<file path="src/rtl/core/pfe_pkg.sv">
// Shared types and letter codes for the Playfair encryptor core.
// No dependencies; imported by the front, back and top-level modules.
`default_nettype none

package pfe_pkg;

  typedef enum logic [1:0] {
    OP_START = 2'd0,
    OP_KEY   = 2'd1,
    OP_MSG   = 2'd2,
    OP_END   = 2'd3
  } pfe_op_e;

  typedef struct packed {
    pfe_op_e    op;
    logic [4:0] letter;
  } pfe_word_t;

  localparam int unsigned NumLetters = 26;

  localparam logic [4:0] LetterA    = 5'd0;
  localparam logic [4:0] LetterI    = 5'd8;
  localparam logic [4:0] LetterJ    = 5'd9;
  localparam logic [4:0] LetterQ    = 5'd16;
  localparam logic [4:0] LetterX    = 5'd23;
  localparam logic [4:0] LetterZ    = 5'd25;
  localparam logic [4:0] Alphabet   = 5'd26;
  localparam logic [4:0] SquareSize = 5'd25;
  localparam logic [2:0] SideMax    = 3'd4;

endpackage

`default_nettype wire

</file>
<file path="src/rtl/core/playfair_cipher_encryptor_core.sv">
// Channel  Direction  Handshake                   Fields
// in       input      in_valid_i / in_stall_o     req_type_i, letter_i
// out      output     out_valid_o / out_stall_i   cipher_letter_o, pair_end_o, message_end_o
//
// Start, key letter and unpaired message letter: handled as the sequencer dequeues them.
// A pair: S_RD_A, S_RD_B, S_KEY_A, S_KEY_B and S_CAP, with one read per cycle on the
// position and key RAMs, then S_EMIT1 and S_EMIT2, which wait while the output stalls.
// The first message or end word after a key first sweeps the alphabet, then re-dispatches
// the held word. The input queue takes up to QueueDepth words meanwhile, then stalls.
// Reset clears the queue, flags, used-letter map and output valid; RAMs are not reset.
// Top level of the Playfair encryptor; depends on pfe_pkg, pfe_front, pfe_back.
`default_nettype none

module playfair_cipher_encryptor_core import pfe_pkg::*; #(
  parameter int unsigned QueueDepth = 2
) (
  input  wire logic       clk_i,
  input  wire logic       rst_ni,
  input  wire logic       in_valid_i,
  output logic            in_stall_o,
  input  wire logic [1:0] req_type_i,
  input  wire logic [4:0] letter_i,
  output logic            out_valid_o,
  input  wire logic       out_stall_i,
  output logic [4:0]      cipher_letter_o,
  output logic            pair_end_o,
  output logic            message_end_o
);

  logic      q_valid;
  pfe_word_t q_word;
  logic      q_pop;

  pfe_front #(
    .Depth (QueueDepth)
  ) u_front (
    .clk_i      (clk_i),
    .rst_ni     (rst_ni),
    .in_valid_i (in_valid_i),
    .in_stall_o (in_stall_o),
    .req_type_i (req_type_i),
    .letter_i   (letter_i),
    .q_valid_o  (q_valid),
    .q_word_o   (q_word),
    .q_pop_i    (q_pop)
  );

  pfe_back u_back (
    .clk_i           (clk_i),
    .rst_ni          (rst_ni),
    .q_valid_i       (q_valid),
    .q_word_i        (q_word),
    .q_pop_o         (q_pop),
    .out_valid_o     (out_valid_o),
    .out_stall_i     (out_stall_i),
    .cipher_letter_o (cipher_letter_o),
    .pair_end_o      (pair_end_o),
    .message_end_o   (message_end_o)
  );

endmodule

`default_nettype wire

</file>
<file path="src/rtl/core/pfe_ram.sv">
// Generic single-write, single-read RAM with registered read data.
// No dependencies; used for the key square and the letter position tables.
`default_nettype none

module pfe_ram #(
  parameter int unsigned Width = 8,
  parameter int unsigned Depth = 32
) (
  input  wire logic                     clk_i,
  input  wire logic                     we_i,
  input  wire logic [$clog2(Depth)-1:0] waddr_i,
  input  wire logic [Width-1:0]         wdata_i,
  input  wire logic                     re_i,
  input  wire logic [$clog2(Depth)-1:0] raddr_i,
  output logic      [Width-1:0]         rdata_o
);

  logic [Width-1:0] mem_q [Depth];
  logic [Width-1:0] rdata_q;

  always_ff @(posedge clk_i) begin
    if (we_i) begin
      mem_q[waddr_i] <= wdata_i;
    end
    if (re_i) begin
      rdata_q <= mem_q[raddr_i];
    end
  end

  assign rdata_o = rdata_q;

endmodule

`default_nettype wire

</file>
<file path="src/rtl/core/pfe_front.sv">
// Front end: accepts request words, folds J into I, drops key and message words
// with out-of-range letters and queues the rest for the back end. Depends on pfe_pkg.
`default_nettype none

module pfe_front import pfe_pkg::*; #(
  parameter int unsigned Depth = 2
) (
  input  wire logic       clk_i,
  input  wire logic       rst_ni,
  input  wire logic       in_valid_i,
  output logic            in_stall_o,
  input  wire logic [1:0] req_type_i,
  input  wire logic [4:0] letter_i,
  output logic            q_valid_o,
  output pfe_word_t       q_word_o,
  input  wire logic       q_pop_i
);

  localparam int unsigned PtrW = $clog2(Depth);
  localparam int unsigned CntW = $clog2(Depth + 1);
  localparam logic [PtrW-1:0] LastPtr = PtrW'(Depth - 1);
  localparam logic [CntW-1:0] Full    = CntW'(Depth);

  function automatic logic [PtrW-1:0] next_ptr(logic [PtrW-1:0] p);
    return (p == LastPtr) ? '0 : p + 1'b1;
  endfunction

  pfe_word_t       entries_q [Depth];
  logic [PtrW-1:0] wr_ptr_q, wr_ptr_d;
  logic [PtrW-1:0] rd_ptr_q, rd_ptr_d;
  logic [CntW-1:0] count_q, count_d;
  pfe_op_e         op;
  logic            keep;
  logic            push;
  pfe_word_t       word;

  assign op = pfe_op_e'(req_type_i);

  always_comb begin
    keep = 1'b1;
    unique case (op) inside
      OP_KEY, OP_MSG: keep = (letter_i < Alphabet);
      OP_START, OP_END: keep = 1'b1;
      default: keep = 1'b1;
    endcase
  end

  assign word.op     = op;
  assign word.letter = (letter_i == LetterJ) ? LetterI : letter_i;

  assign in_stall_o = (count_q == Full);
  assign push       = in_valid_i && !in_stall_o && keep;

  always_comb begin
    wr_ptr_d = push ? next_ptr(wr_ptr_q) : wr_ptr_q;
    rd_ptr_d = q_pop_i ? next_ptr(rd_ptr_q) : rd_ptr_q;
    case ({push, q_pop_i})
      2'b10:   count_d = count_q + 1'b1;
      2'b01:   count_d = count_q - 1'b1;
      default: count_d = count_q;
    endcase
  end

  always_ff @(posedge clk_i or negedge rst_ni) begin
    if (!rst_ni) begin
      wr_ptr_q <= '0;
      rd_ptr_q <= '0;
      count_q  <= '0;
    end else begin
      wr_ptr_q <= wr_ptr_d;
      rd_ptr_q <= rd_ptr_d;
      count_q  <= count_d;
    end
  end

  always_ff @(posedge clk_i) begin
    if (push) begin
      entries_q[wr_ptr_q] <= word;
    end
  end

  assign q_valid_o = (count_q != '0);
  assign q_word_o  = entries_q[rd_ptr_q];

endmodule

`default_nettype wire

</file>
<file path="src/rtl/core/pfe_back.sv">
// Back end: sequencer that builds the key square, pairs message letters and
// encrypts each pair into the output register. Depends on pfe_pkg, pfe_ram.
`default_nettype none

module pfe_back import pfe_pkg::*; (
  input  wire logic       clk_i,
  input  wire logic       rst_ni,
  input  wire logic       q_valid_i,
  input  pfe_word_t       q_word_i,
  output logic            q_pop_o,
  output logic            out_valid_o,
  input  wire logic       out_stall_i,
  output logic [4:0]      cipher_letter_o,
  output logic            pair_end_o,
  output logic            message_end_o
);

  typedef enum logic [3:0] {
    S_IDLE, S_EXEC, S_SWEEP, S_RD_A, S_RD_B, S_KEY_A, S_KEY_B, S_CAP, S_EMIT1, S_EMIT2
  } state_e;

  typedef struct packed {
    logic [2:0] row;
    logic [2:0] col;
  } pos_t;

  function automatic logic [2:0] wrap_inc(logic [2:0] v);
    return (v == SideMax) ? 3'd0 : v + 3'd1;
  endfunction

  function automatic logic [4:0] cipher_addr(pos_t pa, pos_t pb, logic second);
    pos_t       p;
    pos_t       o;
    logic [2:0] r;
    logic [2:0] c;
    p = second ? pb : pa;
    o = second ? pa : pb;
    if (pa.row == pb.row) begin
      r = p.row;
      c = wrap_inc(p.col);
    end else if (pa.col == pb.col) begin
      r = wrap_inc(p.row);
      c = p.col;
    end else begin
      r = p.row;
      c = o.col;
    end
    return {r, 2'b00} + 5'(r) + 5'(c);
  endfunction

  state_e                state_q, state_d;
  logic [NumLetters-1:0] taken_q, taken_d;
  logic [4:0]            fill_q, fill_d;
  logic [2:0]            fill_row_q, fill_row_d;
  logic [2:0]            fill_col_q, fill_col_d;
  logic                  complete_q, complete_d;
  logic                  held_valid_q, held_valid_d;
  logic [4:0]            held_letter_q, held_letter_d;
  logic [4:0]            scan_q, scan_d;
  pfe_word_t             cur_q, cur_d;
  logic [4:0]            a_q, a_d;
  logic [4:0]            b_q, b_d;
  logic                  last_q, last_d;
  pos_t                  pos_a_q, pos_a_d;
  pos_t                  pos_b_q, pos_b_d;
  logic [4:0]            ca_q, ca_d;
  logic [4:0]            cb_q, cb_d;
  logic                  out_valid_q, out_valid_d;
  logic [4:0]            out_letter_q, out_letter_d;
  logic                  out_pair_end_q, out_pair_end_d;
  logic                  out_msg_end_q, out_msg_end_d;

  pfe_word_t  word;
  logic       go;
  logic       out_free;
  logic       place_en;
  logic [4:0] place_letter;
  logic       pos_re;
  logic [4:0] pos_raddr;
  logic [5:0] pos_rdata;
  pos_t       pos_rd;
  logic       key_re;
  logic [4:0] key_raddr;
  logic [4:0] key_rdata;

  assign word     = (state_q == S_IDLE) ? q_word_i : cur_q;
  assign go       = ((state_q == S_IDLE) && q_valid_i) || (state_q == S_EXEC);
  assign q_pop_o  = (state_q == S_IDLE) && q_valid_i;
  assign out_free = !out_valid_q || !out_stall_i;
  assign pos_rd   = pos_t'(pos_rdata);

  always_comb begin
    state_d        = state_q;
    taken_d        = taken_q;
    fill_d         = fill_q;
    fill_row_d     = fill_row_q;
    fill_col_d     = fill_col_q;
    complete_d     = complete_q;
    held_valid_d   = held_valid_q;
    held_letter_d  = held_letter_q;
    scan_d         = scan_q;
    cur_d          = cur_q;
    a_d            = a_q;
    b_d            = b_q;
    last_d         = last_q;
    pos_a_d        = pos_a_q;
    pos_b_d        = pos_b_q;
    ca_d           = ca_q;
    cb_d           = cb_q;
    out_valid_d    = out_free ? 1'b0 : out_valid_q;
    out_letter_d   = out_letter_q;
    out_pair_end_d = out_pair_end_q;
    out_msg_end_d  = out_msg_end_q;
    place_en       = 1'b0;
    place_letter   = word.letter;
    pos_re         = 1'b0;
    pos_raddr      = a_q;
    key_re         = 1'b0;
    key_raddr      = cipher_addr(pos_a_q, pos_b_q, 1'b1);

    unique case (state_q) inside
      S_IDLE, S_EXEC: begin
        if (go) begin
          state_d = S_IDLE;
          unique case (word.op) inside
            OP_START: begin
              taken_d      = '0;
              fill_d       = '0;
              fill_row_d   = '0;
              fill_col_d   = '0;
              complete_d   = 1'b0;
              held_valid_d = 1'b0;
            end
            OP_KEY: begin
              if (!complete_q && !taken_q[word.letter] && (fill_q < SquareSize)) begin
                place_en = 1'b1;
              end
            end
            OP_MSG, OP_END: begin
              if (!complete_q) begin
                taken_d[LetterJ] = 1'b1;
                scan_d           = LetterA;
                cur_d            = word;
                state_d          = S_SWEEP;
              end else if (word.op == OP_MSG) begin
                if (!held_valid_q) begin
                  held_letter_d = word.letter;
                  held_valid_d  = 1'b1;
                end else begin
                  a_d     = held_letter_q;
                  last_d  = 1'b0;
                  state_d = S_RD_A;
                  if (held_letter_q == word.letter) begin
                    b_d = (word.letter == LetterX) ? LetterQ : LetterX;
                  end else begin
                    b_d          = word.letter;
                    held_valid_d = 1'b0;
                  end
                end
              end else if (held_valid_q) begin
                a_d          = held_letter_q;
                b_d          = LetterX;
                last_d       = 1'b1;
                held_valid_d = 1'b0;
                state_d      = S_RD_A;
              end
            end
            default: state_d = S_IDLE;
          endcase
        end
      end
      S_SWEEP: begin
        place_letter = scan_q;
        if (!taken_q[scan_q] && (fill_q < SquareSize)) begin
          place_en = 1'b1;
        end
        if (scan_q == LetterZ) begin
          complete_d = 1'b1;
          state_d    = S_EXEC;
        end else begin
          scan_d = scan_q + 5'd1;
        end
      end
      S_RD_A: begin
        pos_re    = 1'b1;
        pos_raddr = a_q;
        state_d   = S_RD_B;
      end
      S_RD_B: begin
        pos_re    = 1'b1;
        pos_raddr = b_q;
        pos_a_d   = pos_rd;
        state_d   = S_KEY_A;
      end
      S_KEY_A: begin
        pos_b_d   = pos_rd;
        key_re    = 1'b1;
        key_raddr = cipher_addr(pos_a_q, pos_rd, 1'b0);
        state_d   = S_KEY_B;
      end
      S_KEY_B: begin
        key_re    = 1'b1;
        key_raddr = cipher_addr(pos_a_q, pos_b_q, 1'b1);
        ca_d      = key_rdata;
        state_d   = S_CAP;
      end
      S_CAP: begin
        cb_d    = key_rdata;
        state_d = S_EMIT1;
      end
      S_EMIT1: begin
        if (out_free) begin
          out_valid_d    = 1'b1;
          out_letter_d   = ca_q;
          out_pair_end_d = 1'b0;
          out_msg_end_d  = 1'b0;
          state_d        = S_EMIT2;
        end
      end
      S_EMIT2: begin
        if (out_free) begin
          out_valid_d    = 1'b1;
          out_letter_d   = cb_q;
          out_pair_end_d = 1'b1;
          out_msg_end_d  = last_q;
          state_d        = S_IDLE;
        end
      end
      default: state_d = S_IDLE;
    endcase

    if (place_en) begin
      taken_d[place_letter] = 1'b1;
      fill_d                = fill_q + 5'd1;
      if (fill_col_q == SideMax) begin
        fill_col_d = 3'd0;
        fill_row_d = fill_row_q + 3'd1;
      end else begin
        fill_col_d = fill_col_q + 3'd1;
      end
    end
  end

  always_ff @(posedge clk_i or negedge rst_ni) begin
    if (!rst_ni) begin
      state_q        <= S_IDLE;
      taken_q        <= '0;
      fill_q         <= '0;
      fill_row_q     <= '0;
      fill_col_q     <= '0;
      complete_q     <= 1'b0;
      held_valid_q   <= 1'b0;
      held_letter_q  <= '0;
      scan_q         <= '0;
      cur_q          <= '0;
      a_q            <= '0;
      b_q            <= '0;
      last_q         <= 1'b0;
      pos_a_q        <= '0;
      pos_b_q        <= '0;
      ca_q           <= '0;
      cb_q           <= '0;
      out_valid_q    <= 1'b0;
      out_letter_q   <= '0;
      out_pair_end_q <= 1'b0;
      out_msg_end_q  <= 1'b0;
    end else begin
      state_q        <= state_d;
      taken_q        <= taken_d;
      fill_q         <= fill_d;
      fill_row_q     <= fill_row_d;
      fill_col_q     <= fill_col_d;
      complete_q     <= complete_d;
      held_valid_q   <= held_valid_d;
      held_letter_q  <= held_letter_d;
      scan_q         <= scan_d;
      cur_q          <= cur_d;
      a_q            <= a_d;
      b_q            <= b_d;
      last_q         <= last_d;
      pos_a_q        <= pos_a_d;
      pos_b_q        <= pos_b_d;
      ca_q           <= ca_d;
      cb_q           <= cb_d;
      out_valid_q    <= out_valid_d;
      out_letter_q   <= out_letter_d;
      out_pair_end_q <= out_pair_end_d;
      out_msg_end_q  <= out_msg_end_d;
    end
  end

  pfe_ram #(
    .Width (5),
    .Depth (25)
  ) u_key_ram (
    .clk_i   (clk_i),
    .we_i    (place_en),
    .waddr_i (fill_q),
    .wdata_i (place_letter),
    .re_i    (key_re),
    .raddr_i (key_raddr),
    .rdata_o (key_rdata)
  );

  pfe_ram #(
    .Width (6),
    .Depth (26)
  ) u_pos_ram (
    .clk_i   (clk_i),
    .we_i    (place_en),
    .waddr_i (place_letter),
    .wdata_i ({fill_row_q, fill_col_q}),
    .re_i    (pos_re),
    .raddr_i (pos_raddr),
    .rdata_o (pos_rdata)
  );

  assign out_valid_o     = out_valid_q;
  assign cipher_letter_o = out_letter_q;
  assign pair_end_o      = out_pair_end_q;
  assign message_end_o   = out_msg_end_q;

  a_complete_full: assert property (@(posedge clk_i) disable iff (!rst_ni)
    complete_q |-> (fill_q == SquareSize))
    else $error("square marked complete without 25 letters");

  a_fill_bound: assert property (@(posedge clk_i) disable iff (!rst_ni)
    fill_q <= SquareSize)
    else $error("fill count past square size");

  a_pair_needs_square: assert property (@(posedge clk_i) disable iff (!rst_ni)
    (state_q == S_RD_A) |-> complete_q)
    else $error("pair lookup before square complete");

  a_sweep_incomplete: assert property (@(posedge clk_i) disable iff (!rst_ni)
    (state_q == S_SWEEP) |-> !complete_q)
    else $error("sweep running on a complete square");

  a_emit_order: assert property (@(posedge clk_i) disable iff (!rst_ni)
    (state_q == S_EMIT2) |-> ($past(state_q) == S_EMIT1 || $past(state_q) == S_EMIT2))
    else $error("second pair word without first");

endmodule

`default_nettype wire

</file>
<file path="config.mk">
export PLATFORM = sky130hd
export DESIGN_NAME = playfair_cipher_encryptor_core
export DESIGN_NICKNAME = d
export VERILOG_FILES = /design/src/rtl/core/pfe_pkg.sv /design/src/rtl/core/playfair_cipher_encryptor_core.sv /design/src/rtl/core/pfe_ram.sv /design/src/rtl/core/pfe_front.sv /design/src/rtl/core/pfe_back.sv
export SDC_FILE = /design/constraint.sdc
export NUM_CORES = 1
export LEC_CHECK = 0
export BUFFER_PORTS_ARGS = -buffer_cell sky130_fd_sc_hd__buf_2
export CORE_MARGIN = 4
export CORE_UTILIZATION = 52
export CTS_BUF_LIST = sky130_fd_sc_hd__clkbuf_4 sky130_fd_sc_hd__clkbuf_8 sky130_fd_sc_hd__clkbuf_16
export DETAILED_ROUTE_END_ITERATION = 7
export GPL_TIMING_DRIVEN = 0
export PLACE_DENSITY = 0.68
export SKIP_LAST_GASP = 1
export SLEW_MARGIN = 0
export SYNTH_ARGS = -nofsm -noshare
export SYNTH_HDL_FRONTEND = slang
export SYNTH_SLANG_ARGS = --single-unit
</file>
<file path="constraint.sdc">
create_clock -name clk_i -period 7.8 [get_ports clk_i]
set_input_delay 1.17 -clock clk_i [delete_from_list [all_inputs] [get_ports clk_i]]
set_output_delay 1.17 -clock clk_i [all_outputs]
set_load 0.05 [all_outputs]
</file>
==> impl_results.md <==
- Status: finished, final reports clean
- Die area: 37600 sq um
- Final max-slew violation count: 0
- Post-synth EDFFs: 306
- Clk sink count: about 410
- CP Launch Type: register
- Die H: 194 microns
- Most common cell on crit path: mux2i_1
- Placed insts: 1662
- Clk network pwr share: 21.5%
- Max Freq: 195 MHz
- Pre-CTS WS: 2600 ps
- Clock slew at reported path FFs: approximately 60 ps
- Final WS setup: 2680 ps
- Routability Congestion: approximately 0.81
- Port Buffers: 19
- Net Switching: 3.58 mW
- Worst path arrival time: 5290 ps
- Top-count cell post-synth: edfxtp_1
- Root Buffer: clkbuf_16
- Post-CTS Hold Fix Bufs: 0
- Max Cap Viol: 0
- Most used flip-flop cell after synthesis: edfxtp_1
- Hold EP: u_back.message_end_o$_DFFE_PN0P_
- Worst setup EP type: register
- Setup repair bufs after CTS: 0
- Syn Nets: between 1000 and 1500
- Starting density of the core: 53.1%
- Hold Path Stages: 2
- Yosys warnings: 0
- Row count: 67
- Antenna viol nets, final: 0
- First drt pass iteration count: 4
- Sw frac: 37.9%
- Async S/R FF share, synth: 25.5%
- # DRC: 0
- Initial antenna violation count: 0
- Distinct cell type count after synthesis: roughly 60
- Crit Path Class: register to register
- First-pass GRT wire length: 58000 microns
- Final Non-Filler Cells: 1741
- Busiest layer in global routing: met2
- Avg WL per Cell: between 20 and 25 microns
- WL final: about 37000 microns
- Crit Path Max Fanout: 10
- Multi-input gate area: 5820 sq um
- Power Density: 469 nW/um^2
- Final Power: 9.44 mW
- Vias per std cell: ~5.7
- Sum Neg Setup Slack: 0 ps
- Core box area: ~34000 sq um
- Final hold viol count: 0
- Storage element area: 11800 sq um
- PostCTS Resize Cnt: 0
- RSZ-0062 raised after global routing: false
- Final Setup Violations: 0
- GRT overflow: 0
- Post-synth top area share: 51.1%
- Setup slack, reg-to-reg: 2680 ps
- Leak: 7.55 nW
- FF-to-FF path depth: 10
- Area grow syn2layout: 11.8%
- Combinational Power Share: 44.8%
- Yosys reg bits: 411
- Req. time, crit path: 7970 ps
- Maximum vdd drop: 344 uV
- Slew @ Worst Pin: 1290 ps
- Vias after detailed routing: about 10000
- Leading post-synthesis cells by cell area: edfxtp_1, dfrtp_1, mux4_2, mux2i_1, mux2_2
- Met1 GRT Util: 27.9%
- CP Cell Sequence: nor4_4, mux2i_1, buf_2, mux2i_1, nor3_1, a2111o_1, nand4_1, buf_4, nand2_2, nor4bb_1
- CTS tree: yes
- Reg-to-reg startpoint: u_back.state_q[0]$_DFFE_PN0P_
- IO Pins: 20
- M3 GR Usage: about 3.3%
- Mean Syn Cell Area: 15.1 sq um
- Hpwl dp: 24700 microns
- Global routing usage on met2: 31.5%
- Clk Latency, worst-skew pair: 540 ps
- Crit path time final: 5120 ps
- H-tree depth: 2
- Period utilization: 65.7%
- Hold crit path type: register to register
- Layout Nets: 1302
- Mapped Area: 18000 sq um
- P_int: 5.86 mW
- Flop pwr share: 33.7%
- Total track usage: between 10% and 20%
- Vias in the first global route: 10100
- Fraction of layout cells with a size suffix above 1: 18.6%
- Clk buf depth: 3
- Hold path start: u_back.message_end_o$_DFFE_PN0P_
- Largest net degree at the start of global routing: 62
- Seq/Total Area, Yosys: 65.7%
- Setup Skew: 11.3 ps
- # diodes: 0
- DIE WIDTH: 194 microns
- Number of CTS-inserted buffers: 43
- Commonest cells in the synthesized netlist: edfxtp_1, nand2_1, dfrtp_1
- DRT iter0 DRCs: 718
- Cells after Synth: 1194
- Filler instances: 2596
- Reg-to-reg critical path endpoint: u_back.u_key_ram.mem_q[24][4]$_DFFE_PP_
- Yosys top cell by area: edfxtp_1
- Max incr delay on CP: between 1000 and 1500 ps
- Slowest library cell on the worst path: mux2i_1
- Slew HR: roughly an eighth
-- final cells by class --
type / count / share of cell area (%)
buffer: 56 / 1.09
multi-input combinational: 689 / 28.9
clock inverter: 14 / 0.796
clock buffer: 65 / 6.29
inverter: 38 / 0.709
sequential: 411 / 58.8
tap: 448 / 2.79
timing repair buffer: 20 / 0.622
-- metrics by stage --
step | hold slack (ps) | utilization, % | area, sq um
2_1_floorplan | 448 | - | 18000
3_3_place_gp | 459 | 55.1 | 18600
3_5_place_dp | 466 | 55.1 | 18700
4_1_cts | 483 | 59.4 | 20100
5_1_grt | 502 | 59.4 | 20100
6_report | 475 | 59.4 | 20100
-- layout by cell type, fill, tap and decap left out, types with 4 or more instances in the layout --
cell type  synthesis  layout
nor2_1            94      94
o21ai_1            5       5
nand3_1           13      13
or3b_2             4       4
o32ai_1            4       4
o21a_1            10      10
xnor2_1           11      11
ha_1              28      28
o211ai_1           8       8
buf_1              4       4
fa_1               4       4
inv_1             38      38
mux2i_1           72      71
or3_1              5       5
mux2_2            49      49
o21ai_0           76      76
dfrtp_1          105     105
or2_2              4       4
a22oi_1            4       4
o22a_1             4       4
nand2_1          108     108
nor3_1             9       9
clkbuf_1          46      46
nand2b_1           5       5
mux4_2            73      73
a21o_1             4       4
a21oi_1           25      25
clkbuf_4           0      20
buf_2              5      23
clkbuf_16          0      44
nand4_1            5       5
clkinv_2           0       6
edfxtp_1         306     306
xor2_1            20      20
-- power groups by stage --
stage / registers, mW / clock network (mW) / logic (mW)
final: 3.18 / 2.03 / 4.23
after detailed placement: 3.22 / 0 / 4.24
after CTS: 3.18 / 2.07 / 4.27
after global routing: 3.22 / 2.17 / 4.66
after floorplan: 3.17 / 0 / 3.05
after global placement: 3.20 / 0 / 4.17
-- layer usage --
metal,vias to the layer above,wire [microns]
li1,4660,-
met4,0,811
met2,275,17500
met1,4998,15900
met3,60,2270
met5,-,0
-- cells by family (layout without fill, tap and decap cells) --
| kind of cell | Yosys count | after routing | share of synthesized area [%] |
|---|---|---|---|
| flip-flops | 411 | 411 | 65.7 |
| multiplexers | 194 | 194 | 16.2 |
| AO/OA/AOI/OAI | 158 | 158 | 5.27 |
| XOR/XNOR | 31 | 31 | 1.51 |
| adder cells (fa/ha/maj) | 32 | 32 | 2.39 |
| AND/OR/NAND/NOR | 274 | 274 | 6.92 |
| buffers and inverters | 94 | 193 | 2.02 |
-- how the worst max path moves through the flow --
stage,cells after the start,end,start,slack (ps)
6_report,10,u_back.u_key_ram.mem_q[24][4]$_DFFE_PP_,u_back.state_q[0]$_DFFE_PN0P_,2680
5_1_grt,15,u_back.u_key_ram.rdata_o[1]$_DFFE_PP_,u_back.pos_a_q[5]$_DFFE_PN0P_,2290
4_1_cts,10,u_back.u_pos_ram.mem_q[20][2]$_DFFE_PP_,u_back.state_q[0]$_DFFE_PN0P_,2610
3_5_place_dp,10,u_back.u_pos_ram.mem_q[20][1]$_DFFE_PP_,u_back.state_q[0]$_DFFE_PN0P_,2600
3_3_place_gp,10,u_back.u_key_ram.mem_q[24][1]$_DFFE_PP_,u_back.state_q[0]$_DFFE_PN0P_,2750
2_1_floorplan,15,u_back.u_key_ram.rdata_o[0]$_DFFE_PP_,u_back.pos_a_q[3]$_DFFE_PN0P_,3530
-- worst max-delay path, delay by kind of cell (launching register included) --
kind,cells,cell delay [ps]
AOI/OAI and AO/OA,1,370
buffers and inverters,2,670
DFF,1,420
muxes,2,1390
and+or+nand+nor,5,1880
-- sequential cells by signal, indices dropped and copies added (netlist names), 6 cells and up, named ones only --
register and cells:
u_back.u_pos_ram.rdata_o 6, u_back.pos_a_q 6, u_back.cur_q 7, u_back.taken_q 26
u_back.u_key_ram.mem_q 125, u_front.entries_q 14, u_back.u_pos_ram.mem_q 156, u_back.pos_b_q 6
Power figures use the tool's default switching activity.
